`config.mk`:
```
export PLATFORM = sky130hd
export DESIGN_NAME = scaled_glyph_blitter
export DESIGN_NICKNAME = d
export VERILOG_FILES = /design/src/hdl/sgb_pkg.sv /design/src/hdl/scaled_glyph_blitter.sv /design/src/hdl/sgb_cfg_regs.sv /design/src/hdl/sgb_ctrl.sv /design/src/hdl/sgb_datapath.sv
export VERILOG_INCLUDE_DIRS = /design/src /design/src/hdl
export SDC_FILE = /design/constraint.sdc
export NUM_CORES = 2
export LEC_CHECK = 0
export ABC_AREA = 1
export ABC_CLOCK_PERIOD_IN_PS = 4900
export BUFFER_PORTS_ARGS = -buffer_cell sky130_fd_sc_hd__buf_2
export CAP_MARGIN = 30
export CORE_AREA = 8 8 353 355
export DETAILED_ROUTE_END_ITERATION = 8
export DIE_AREA = 0 0 361 363
export GPL_TIMING_DRIVEN = 0
export HOLD_SLACK_MARGIN = 0.05
export PLACE_DENSITY = 0.5
export SLEW_MARGIN = 20
export SYNTH_ARGS = -nofsm -noshare
export SYNTH_HDL_FRONTEND = slang
export SYNTH_SLANG_ARGS = --single-unit
export TNS_END_PERCENT = 1
```
`constraint.sdc`:
```
create_clock -name clk -period 4.9 [get_ports clk]
set_input_delay 0.98 -clock clk [delete_from_list [all_inputs] [get_ports clk]]
set_output_delay 0.98 -clock clk [all_outputs]
set_load 0.01 [all_outputs]
```
`src/hdl/scaled_glyph_blitter_macros.svh`:
```
// assertion macros for the scaled glyph blitter
`ifndef SCALED_GLYPH_BLITTER_MACROS_SVH
`define SCALED_GLYPH_BLITTER_MACROS_SVH

// same-cycle implication
`define SGB_ASSERT_NOW(label, clk, rst_n, ante, cons, msg) \
    label: assert property (@(posedge clk) disable iff (!rst_n) (ante) |-> (cons)) \
        else $error(msg);

// next-cycle implication
`define SGB_ASSERT_NEXT(label, clk, rst_n, ante, cons, msg) \
    label: assert property (@(posedge clk) disable iff (!rst_n) (ante) |=> (cons)) \
        else $error(msg);

`endif

```
`src/hdl/sgb_pkg.sv`:
```
// shared types, constants and helper functions of the scaled glyph blitter
`default_nettype none

package sgb_pkg;

    localparam int unsigned MAX_SCALE       = 8;
    localparam int unsigned MAX_GLYPH_WIDTH = 64;

    localparam logic [31:0] TRANSPARENT_COLOR = 32'hFF00_0000;

    localparam logic [1:0] ERR_OK      = 2'd0;
    localparam logic [1:0] ERR_SIZE    = 2'd1;
    localparam logic [1:0] ERR_ORIGIN  = 2'd2;
    localparam logic [1:0] ERR_OVERRUN = 2'd3;

    typedef enum logic [2:0] {
        REG_LINE_PITCH      = 3'd0,
        REG_HORIZONTAL_SIZE = 3'd1,
        REG_VERTICAL_SIZE   = 3'd2,
        REG_GLYPH_WIDTH     = 3'd3,
        REG_GLYPH_HEIGHT    = 3'd4,
        REG_SCALE_FACTOR    = 3'd5,
        REG_INK_COLOR       = 3'd6,
        REG_PAPER_COLOR     = 3'd7
    } reg_index_t;

    typedef struct packed {
        logic [13:0] line_pitch;
        logic [13:0] horizontal_size;
        logic [13:0] vertical_size;
        logic [6:0]  glyph_width;
        logic [6:0]  glyph_height;
        logic [3:0]  scale_factor;
        logic [31:0] ink_color;
        logic [31:0] paper_color;
    } cfg_t;

    typedef struct packed {
        logic load;
        logic calc_origin;
        logic calc_row;
        logic calc_index;
        logic calc_final;
        logic draw;
    } ctrl_cmd_t;

    typedef struct packed {
        logic draw_done;
    } ctrl_status_t;

    function automatic logic [3:0] eff_scale(input logic [3:0] scale);
        eff_scale = (scale > 4'(MAX_SCALE)) ? 4'(MAX_SCALE) : scale;
    endfunction

    function automatic logic [6:0] eff_width(input logic [6:0] width);
        eff_width = (width > 7'(MAX_GLYPH_WIDTH)) ? 7'(MAX_GLYPH_WIDTH) : width;
    endfunction

endpackage

`default_nettype wire

```
`src/hdl/scaled_glyph_blitter.sv`:
```
// top level of the scaled glyph blitter
// Takes one glyph byte per start pulse while busy is low and draws it as horizontal
// spans, one span per cycle on the result ports while a drawn column is output, with
// result_valid high for that one cycle; the receiver cannot stall, so results must be
// taken as they come. After a byte is accepted, busy stays high through four address
// setup steps (origin, row, index, final; one accumulator add each, the wide products
// spread over the first three), then while spans are drawn and skipped columns are
// passed up to the last drawn column, plus a closing step. Each span is registered and
// leaves the output register in the cycle after it is formed. Configuration writes are
// always ready and must only be issued while busy is low and no span is still due.
`default_nettype none
`include "scaled_glyph_blitter_macros.svh"

module scaled_glyph_blitter (
    input  wire logic        clk,
    input  wire logic        rst_n,
    input  wire logic        cfg_valid,
    output logic             cfg_ready,
    input  wire logic [2:0]  cfg_index,
    input  wire logic [31:0] cfg_data,
    input  wire logic        start,
    output logic             busy,
    input  wire logic [7:0]  glyph_bits,
    input  wire logic [5:0]  glyph_row,
    input  wire logic [2:0]  byte_in_row,
    input  wire logic [12:0] origin_x,
    input  wire logic [12:0] origin_y,
    input  wire logic [9:0]  char_index,
    output logic             result_valid,
    output logic [31:0]      pixel_offset,
    output logic [3:0]       span_length,
    output logic [31:0]      span_color,
    output logic [1:0]       bounds_error,
    output logic             last_span
);

    sgb_pkg::cfg_t         cfg;
    sgb_pkg::ctrl_cmd_t    cmd;
    sgb_pkg::ctrl_status_t status;

    sgb_cfg_regs u_cfg_regs (
        .clk       (clk),
        .rst_n     (rst_n),
        .cfg_valid (cfg_valid),
        .cfg_ready (cfg_ready),
        .cfg_index (cfg_index),
        .cfg_data  (cfg_data),
        .cfg       (cfg)
    );

    sgb_ctrl u_ctrl (
        .clk    (clk),
        .rst_n  (rst_n),
        .start  (start),
        .busy   (busy),
        .status (status),
        .cmd    (cmd)
    );

    sgb_datapath u_datapath (
        .clk          (clk),
        .rst_n        (rst_n),
        .cfg          (cfg),
        .cmd          (cmd),
        .status       (status),
        .glyph_bits   (glyph_bits),
        .glyph_row    (glyph_row),
        .byte_in_row  (byte_in_row),
        .origin_x     (origin_x),
        .origin_y     (origin_y),
        .char_index   (char_index),
        .result_valid (result_valid),
        .pixel_offset (pixel_offset),
        .span_length  (span_length),
        .span_color   (span_color),
        .bounds_error (bounds_error),
        .last_span    (last_span)
    );

    `SGB_ASSERT_NEXT(a_accept_busy, clk, rst_n, start && !busy, busy, "accepted byte not busy")
    `SGB_ASSERT_NOW(a_span_while_drawing, clk, rst_n, result_valid, $past(busy), "span while idle")
    `SGB_ASSERT_NOW(a_last_with_beat, clk, rst_n, last_span, result_valid, "last_span without beat")
    `SGB_ASSERT_NOW(a_span_nonzero, clk, rst_n, result_valid, span_length != 4'd0, "empty span")

endmodule

`default_nettype wire

```
`src/hdl/sgb_cfg_regs.sv`:
```
// configuration register file with its write channel
`default_nettype none

module sgb_cfg_regs (
    input  wire logic          clk,
    input  wire logic          rst_n,
    input  wire logic          cfg_valid,
    output logic               cfg_ready,
    input  wire logic [2:0]    cfg_index,
    input  wire logic [31:0]   cfg_data,
    output sgb_pkg::cfg_t      cfg
);

    sgb_pkg::cfg_t cfg_reg;
    sgb_pkg::cfg_t cfg_next;

    assign cfg_ready = 1'b1;
    assign cfg = cfg_reg;

    always_comb
    begin
        cfg_next = cfg_reg;
        if (cfg_valid)
        begin
            unique case (sgb_pkg::reg_index_t'(cfg_index))
                sgb_pkg::REG_LINE_PITCH:      cfg_next.line_pitch      = cfg_data[13:0];
                sgb_pkg::REG_HORIZONTAL_SIZE: cfg_next.horizontal_size = cfg_data[13:0];
                sgb_pkg::REG_VERTICAL_SIZE:   cfg_next.vertical_size   = cfg_data[13:0];
                sgb_pkg::REG_GLYPH_WIDTH:     cfg_next.glyph_width     = cfg_data[6:0];
                sgb_pkg::REG_GLYPH_HEIGHT:    cfg_next.glyph_height    = cfg_data[6:0];
                sgb_pkg::REG_SCALE_FACTOR:    cfg_next.scale_factor    = cfg_data[3:0];
                sgb_pkg::REG_INK_COLOR:       cfg_next.ink_color       = cfg_data;
                sgb_pkg::REG_PAPER_COLOR:     cfg_next.paper_color     = cfg_data;
            endcase
        end
    end

    always_ff @(posedge clk or negedge rst_n)
    begin
        if (!rst_n)
        begin
            cfg_reg.line_pitch      <= 14'd1024;
            cfg_reg.horizontal_size <= 14'd1024;
            cfg_reg.vertical_size   <= 14'd768;
            cfg_reg.glyph_width     <= 7'd8;
            cfg_reg.glyph_height    <= 7'd8;
            cfg_reg.scale_factor    <= 4'd1;
            cfg_reg.ink_color       <= 32'h00FF_FFFF;
            cfg_reg.paper_color     <= 32'h0000_0000;
        end
        else
        begin
            cfg_reg <= cfg_next;
        end
    end

endmodule

`default_nettype wire

```
`src/hdl/sgb_ctrl.sv`:
```
// controller state machine: address setup steps and span drawing
`default_nettype none

module sgb_ctrl (
    input  wire logic                 clk,
    input  wire logic                 rst_n,
    input  wire logic                 start,
    output logic                      busy,
    input  wire sgb_pkg::ctrl_status_t status,
    output sgb_pkg::ctrl_cmd_t        cmd
);

    typedef enum logic [5:0] {
        ST_IDLE   = 6'b000001,
        ST_ORIGIN = 6'b000010,
        ST_ROW    = 6'b000100,
        ST_INDEX  = 6'b001000,
        ST_FINAL  = 6'b010000,
        ST_DRAW   = 6'b100000
    } state_t;

    state_t state_reg;
    state_t state_next;

    assign busy = (state_reg != ST_IDLE);

    always_comb
    begin
        state_next = state_reg;
        cmd        = '0;
        unique case (state_reg)
            ST_IDLE:
            begin
                if (start)
                begin
                    cmd.load   = 1'b1;
                    state_next = ST_ORIGIN;
                end
            end
            ST_ORIGIN:
            begin
                cmd.calc_origin = 1'b1;
                state_next      = ST_ROW;
            end
            ST_ROW:
            begin
                cmd.calc_row = 1'b1;
                state_next   = ST_INDEX;
            end
            ST_INDEX:
            begin
                cmd.calc_index = 1'b1;
                state_next     = ST_FINAL;
            end
            ST_FINAL:
            begin
                cmd.calc_final = 1'b1;
                state_next     = ST_DRAW;
            end
            ST_DRAW:
            begin
                cmd.draw = 1'b1;
                if (status.draw_done)
                begin
                    state_next = ST_IDLE;
                end
            end
            default:
            begin
                state_next = ST_IDLE;
            end
        endcase
    end

    always_ff @(posedge clk or negedge rst_n)
    begin
        if (!rst_n)
        begin
            state_reg <= ST_IDLE;
        end
        else
        begin
            state_reg <= state_next;
        end
    end

endmodule

`default_nettype wire

```
`src/hdl/sgb_datapath.sv`:
```
// datapath: item latch, span address arithmetic, bounds check and result register
`default_nettype none

module sgb_datapath (
    input  wire logic                 clk,
    input  wire logic                 rst_n,
    input  wire sgb_pkg::cfg_t        cfg,
    input  wire sgb_pkg::ctrl_cmd_t   cmd,
    output sgb_pkg::ctrl_status_t     status,
    input  wire logic [7:0]           glyph_bits,
    input  wire logic [5:0]           glyph_row,
    input  wire logic [2:0]           byte_in_row,
    input  wire logic [12:0]          origin_x,
    input  wire logic [12:0]          origin_y,
    input  wire logic [9:0]           char_index,
    output logic                      result_valid,
    output logic [31:0]               pixel_offset,
    output logic [3:0]                span_length,
    output logic [31:0]               span_color,
    output logic [1:0]                bounds_error,
    output logic                      last_span
);

    logic [3:0] s;
    logic [6:0] w;

    logic [5:0]  row_reg,  row_next;
    logic [2:0]  k_reg,    k_next;
    logic [12:0] ox_reg,   ox_next;
    logic [12:0] oy_reg,   oy_next;
    logic [9:0]  idx_reg,  idx_next;
    logic [7:0]  set_reg,  set_next;
    logic [7:0]  mask_reg, mask_next;

    logic [26:0] mul_reg,  mul_next;
    logic [31:0] acc_reg,  acc_next;
    logic [31:0] cur_reg,  cur_next;
    logic [10:0] sh_reg,   sh_next;
    logic [10:0] sw_reg,   sw_next;
    logic [9:0]  rs_reg,   rs_next;
    logic [13:0] si_reg,   si_next;
    logic [1:0]  err_reg,  err_next;
    logic [2:0]  line_reg, line_next;

    logic        result_valid_reg, result_valid_next;
    logic        last_span_reg,    last_span_next;
    logic [31:0] pixel_offset_reg, pixel_offset_next;
    logic [3:0]  span_length_reg,  span_length_next;
    logic [31:0] span_color_reg,   span_color_next;
    logic [1:0]  bounds_error_reg, bounds_error_next;

    logic [7:0]  load_mask;
    logic        item_ok;
    logic [6:0]  sk;
    logic [14:0] hs15;
    logic [14:0] vs15;
    logic        line_last;

    assign s = sgb_pkg::eff_scale(cfg.scale_factor);
    assign w = sgb_pkg::eff_width(cfg.glyph_width);

    assign item_ok = (s != 4'd0) && (w != 7'd0) && ({1'b0, glyph_row} < cfg.glyph_height);

    // columns that produce spans
    always_comb
    begin
        for (int b = 0; b < 8; b++)
        begin
            load_mask[b] = item_ok
                && ({1'b0, byte_in_row, 3'(b)} < w)
                && (glyph_bits[b] || (cfg.paper_color != sgb_pkg::TRANSPARENT_COLOR));
        end
    end

    assign sk        = 7'(s) * 7'(k_reg);
    assign hs15      = 15'(cfg.horizontal_size);
    assign vs15      = 15'(cfg.vertical_size);
    assign line_last = ({1'b0, line_reg} == (s - 4'd1));

    assign status.draw_done = (mask_reg == 8'd0);

    always_comb
    begin
        row_next  = row_reg;
        k_next    = k_reg;
        ox_next   = ox_reg;
        oy_next   = oy_reg;
        idx_next  = idx_reg;
        set_next  = set_reg;
        mask_next = mask_reg;
        mul_next  = mul_reg;
        acc_next  = acc_reg;
        cur_next  = cur_reg;
        sh_next   = sh_reg;
        sw_next   = sw_reg;
        rs_next   = rs_reg;
        si_next   = si_reg;
        err_next  = err_reg;
        line_next = line_reg;

        result_valid_next = 1'b0;
        last_span_next    = 1'b0;
        pixel_offset_next = pixel_offset_reg;
        span_length_next  = span_length_reg;
        span_color_next   = span_color_reg;
        bounds_error_next = bounds_error_reg;

        if (cmd.load)
        begin
            row_next  = glyph_row;
            k_next    = byte_in_row;
            ox_next   = origin_x;
            oy_next   = origin_y;
            idx_next  = char_index;
            set_next  = glyph_bits;
            mask_next = load_mask;
        end

        // oy*p, small products and origin column term
        if (cmd.calc_origin)
        begin
            mul_next = 27'(oy_reg) * 27'(cfg.line_pitch);
            acc_next = 32'(ox_reg) + 32'({sk, 3'b000});
            sh_next  = 11'(s) * 11'(cfg.glyph_height);
            sw_next  = 11'(s) * 11'(w);
            rs_next  = 10'(row_reg) * 10'(s);
            si_next  = 14'(idx_reg) * 14'(s);
        end

        if (cmd.calc_row)
        begin
            mul_next = 27'(rs_reg) * 27'(cfg.line_pitch);
            acc_next = acc_reg + 32'(mul_reg);
            if ((15'(cfg.glyph_height) > vs15) || (15'(w) > hs15))
            begin
                err_next = sgb_pkg::ERR_SIZE;
            end
            else if ((15'(ox_reg) > hs15) || (15'(oy_reg) > vs15))
            begin
                err_next = sgb_pkg::ERR_ORIGIN;
            end
            else if (((15'(oy_reg) + 15'(sh_reg)) > vs15)
                || ((15'(ox_reg) + 15'(sw_reg)) > hs15))
            begin
                err_next = sgb_pkg::ERR_OVERRUN;
            end
            else
            begin
                err_next = sgb_pkg::ERR_OK;
            end
        end

        if (cmd.calc_index)
        begin
            mul_next = 27'(si_reg) * 27'(w);
            acc_next = acc_reg + 32'(mul_reg);
        end

        if (cmd.calc_final)
        begin
            acc_next  = acc_reg + 32'(mul_reg);
            cur_next  = acc_reg + 32'(mul_reg);
            line_next = 3'd0;
        end

        if (cmd.draw && (mask_reg != 8'd0))
        begin
            if (mask_reg[0])
            begin
                result_valid_next = 1'b1;
                last_span_next    = line_last && (mask_reg[7:1] == 7'd0);
                pixel_offset_next = cur_reg;
                span_length_next  = s;
                span_color_next   = set_reg[0] ? cfg.ink_color : cfg.paper_color;
                bounds_error_next = err_reg;
            end
            if (!mask_reg[0] || line_last)
            begin
                // next column
                mask_next = {1'b0, mask_reg[7:1]};
                set_next  = {1'b0, set_reg[7:1]};
                acc_next  = acc_reg + 32'(s);
                cur_next  = acc_reg + 32'(s);
                line_next = 3'd0;
            end
            else
            begin
                cur_next  = cur_reg + 32'(cfg.line_pitch);
                line_next = line_reg + 3'd1;
            end
        end
    end

    always_ff @(posedge clk or negedge rst_n)
    begin
        if (!rst_n)
        begin
            mask_reg         <= 8'd0;
            result_valid_reg <= 1'b0;
            last_span_reg    <= 1'b0;
            line_reg         <= 3'd0;
        end
        else
        begin
            mask_reg         <= mask_next;
            result_valid_reg <= result_valid_next;
            last_span_reg    <= last_span_next;
            line_reg         <= line_next;
        end
    end

    always_ff @(posedge clk)
    begin
        row_reg          <= row_next;
        k_reg            <= k_next;
        ox_reg           <= ox_next;
        oy_reg           <= oy_next;
        idx_reg          <= idx_next;
        set_reg          <= set_next;
        mul_reg          <= mul_next;
        acc_reg          <= acc_next;
        cur_reg          <= cur_next;
        sh_reg           <= sh_next;
        sw_reg           <= sw_next;
        rs_reg           <= rs_next;
        si_reg           <= si_next;
        err_reg          <= err_next;
        pixel_offset_reg <= pixel_offset_next;
        span_length_reg  <= span_length_next;
        span_color_reg   <= span_color_next;
        bounds_error_reg <= bounds_error_next;
    end

    assign result_valid = result_valid_reg;
    assign last_span    = last_span_reg;
    assign pixel_offset = pixel_offset_reg;
    assign span_length  = span_length_reg;
    assign span_color   = span_color_reg;
    assign bounds_error = bounds_error_reg;

endmodule

`default_nettype wire
```
==> summary.md <==
| Metric | Value |
|---|---|
| Sequential cell area fraction in the yosys report | 26.7% |
| Reg-to-reg startpoint | u_datapath.rs_reg[5] |
| Clk root buf | clkbuf_16 |
| Fmax | 186 MHz |
| Final worst setup slack | -0.480 ns |
| Finish-stage setup viols | 28 |
| Worst-case reg-to-reg path depth | 21 |
| Skew final | 0.0569 ns |
| H-tree depth | 2 |
| Number of flip-flops in the largest register | 124 |
| Worst setup EP type | flop |
| Clock buffer depth | 3 |
| Final ANT Viol Nets | 0 |
| CP Data Required Time | approximately 5.3 ns |
| Synth unique cells | 56 |
| Core Area | approximately 120000 µm² |
| Largest net degree at the start of global routing | between 90 and 100 |
| CTS tree | done |
| Outcome | complete, but fails checks |
| Average wire per standard cell | 19.6 µm |
| Fill count | ~12000 |
| Global route total overflow | 0 |
| R2r endpoint | u_datapath.mul_reg[17] |
| Clk_lat worst skew | 0.66 ns |
| Relative slew margins | 32.7% |
| Post-Syn Area | 41200 µm² |
| Drt pass-1 iters | 7 |
| Fraction of registers with async set/reset | 35.3% |
| Setup TNS | -8.66 ns |
| Synthesized instance count | 5404 |
| CTS Buf Count | 50 |
| Layout area overhead | 16.4% |
| Commonest cells after routing, fill and taps aside | nand2_1, inv_1, ha_1 |
| Worst Hold Class | in -> async |
| Worst setup path end | u_datapath.mul_reg[17] |
| Post-synth top area share | 16.4% |
| Synth Area per Inst | 7.63 µm² |
| Number of synthesized register bits | approximately 410 |
| CP arrival | 5.75 ns |
| Share of cells above drive strength 1 | 12.1% |
| CP Class | reg -> reg |
| Syn nets | 6224 |
| Global Route Usage Sum | 21.5% |
| R2R Setup Slk | -0.48 ns |
| Vias | about 36000 |
| Worst-path clk slew | approximately 0.06 ns |
| Crit path launch type | flop |
| Initial Utilization | 34.7% |
| Area contributors post-synth | fa_1, edfxtp_1, nand2_1 |
| Final nets | 6534 |
| Failing checks | negative setup slack |
| Fin crit period | 5.38 ns |
| DR vias/cell | 4.95 |
| Final HPWL DP | 115 mm |
| Top-Level Pins | 166 |
| Worst-Margin Slew | 1.01 ns |
| DR DRC count | 0 |
| Critical Path Source | u_datapath.rs_reg[5] |
| RSZ-0062 raised after global routing | yes |
| Post-synth top area cell | fa_1 |
| Final Max Slew Viols | 0 |
| Chip width | 361 µm |
| Commonest non-fill, non-tap cell in the layout | nand2_1 |
| Worst Setup Slack post-DPL | -2.15 ns |
| Initial antenna violation count | 7 |
| Max cap viols | 0 |
| Worst-path fanout max | 10 |
| Chip Height | ~360 µm |
| Vias in the first global route | 36435 |
| Routed Wire Length | about 140 mm |
| Initial DRC count | 2642 |
| FP Rows | 127 |
| Warnings, synthesis | 0 |
| Ys flop type | edfxtp_1 |
| Fin. Hold Viols | 0 |
| Count of input and output buffers | 164 |
| Die area | between 100000 and 150000 µm² |
| EDFF count, synth | 216 |
| Routability cong. | 0.930 |
| Final critical-path share of the clock period | 110% |
| Clk sinks | 405 |
| First-pass GRT wire length | around 220 mm |
[critical path, stage by stage (launching register included)]
cell      delay (ns)
edfxtp_1        0.56
buf_4           0.28
nand2_1         0.07
inv_1           0.05
fa_1            0.49
inv_1           0.05
fa_1            0.55
inv_2           0.05
fa_1            0.49
fa_1            0.51
inv_1           0.06
fa_1            0.54
inv_1           0.07
ha_4            0.28
a21oi_2         0.21
o21ai_1         0.14
a21oi_1         0.22
nand3b_1        0.11
nand3_2         0.12
o21ai_4         0.10
nand2_2         0.10
nand2_1         0.06
[cell usage after synthesis (17+ instances only)]
library cell and count:
o21bai_1 22, xnor2_1 36, nand3_1 293, a21o_1 19, nand2_1 1510, a21oi_1 207, edfxtp_1 216, ha_1 390
clkbuf_1 110, xor2_1 73, fa_1 338, inv_1 1056, nor2_1 391, dfxtp_1 46, nand4_1 65, mux2_2 18
dfstp_2 32, o211ai_1 18, o21ai_0 247, buf_2 17, nand3b_1 21, dfrtp_1 111, nor3_1 42
[metrics by stage]
step           std cells  hold slack (ns)  utilization, %  area (µm²)
2_1_floorplan       5404            0.400               -       41300
3_3_place_gp        7116            0.442            37.0       44000
3_5_place_dp        7127            0.449            37.2       44300
4_1_cts             7292            0.211            40.1       47700
5_1_grt             7304            0.243            40.3       48000
6_report            7305            0.237            40.3       48000
[worst min-delay path by stage]
stage | start | end | slack [ns] | depth (start not counted)
after CTS | rst_n | u_datapath.mask_reg[2] | 0.21 | 1
after floorplan | u_datapath.err_reg[0] | u_datapath.bounds_error[0] | 0.40 | 0
final | rst_n | u_datapath.mask_reg[2] | 0.24 | 1
after global routing | rst_n | u_datapath.mask_reg[2] | 0.24 | 1
after global placement | u_datapath.cur_reg[5] | u_datapath.pixel_offset[5] | 0.44 | 0
after detailed placement | u_datapath.cur_reg[3] | u_datapath.pixel_offset[3] | 0.45 | 0
[final cells by class]
type | count | area (µm²) | area share [%]
antenna | 1 | 2.50 | 0.00521
buffer | 139 | 1070 | 2.24
clock buffer | 73 | 1470 | 3.07
clock inverter | 21 | 230 | 0.479
inverter | 1067 | 4020 | 8.38
multi-input combinational | 3793 | 26500 | 55.2
sequential | 405 | 11100 | 23.0
tap | 1548 | 1940 | 4.03
timing repair buffer | 258 | 1700 | 3.55
[per-layer routing]
metal	GRT usage, %	up-vias	share of wire [%]	routed length, µm
li1	-	17589	-	-
met1	30.0	17334	46	66300
met2	34.9	1032	45	63900
met3	3.49	201	6.2	8860
met4	5.40	8	2.8	3970
met5	0	-	0.034	48
[repair_timing]
action,in CTS,in global routing
hold buffers,0,0
cloned,1,1
setup endpoints to repair,28,32
setup buffers,70,10
gates resized for setup,333,68
pin swaps,83,42
hold endpoints to repair,0,0
[cells by family (layout without fill, tap and decap cells)]
kind of cell / Yosys count / in the layout / synth area share [%]
AND/OR/NAND/NOR: 2375 / 2375 / 23.6
buffers and inverters: 1206 / 1558 / 11.1
adder cells (fa/ha/maj): 728 / 728 / 28.2
AO/OA/AOI/OAI: 561 / 561 / 7.41
flip-flops: 405 / 405 / 26.7
XOR/XNOR: 110 / 110 / 2.35
multiplexers: 18 / 18 / 0.491
other: 1 / 2 / 0.00909
Power is left out: the tool's default activity adds up to more than one toggle a clock period on the data nets, which glitch-free logic cannot reach.
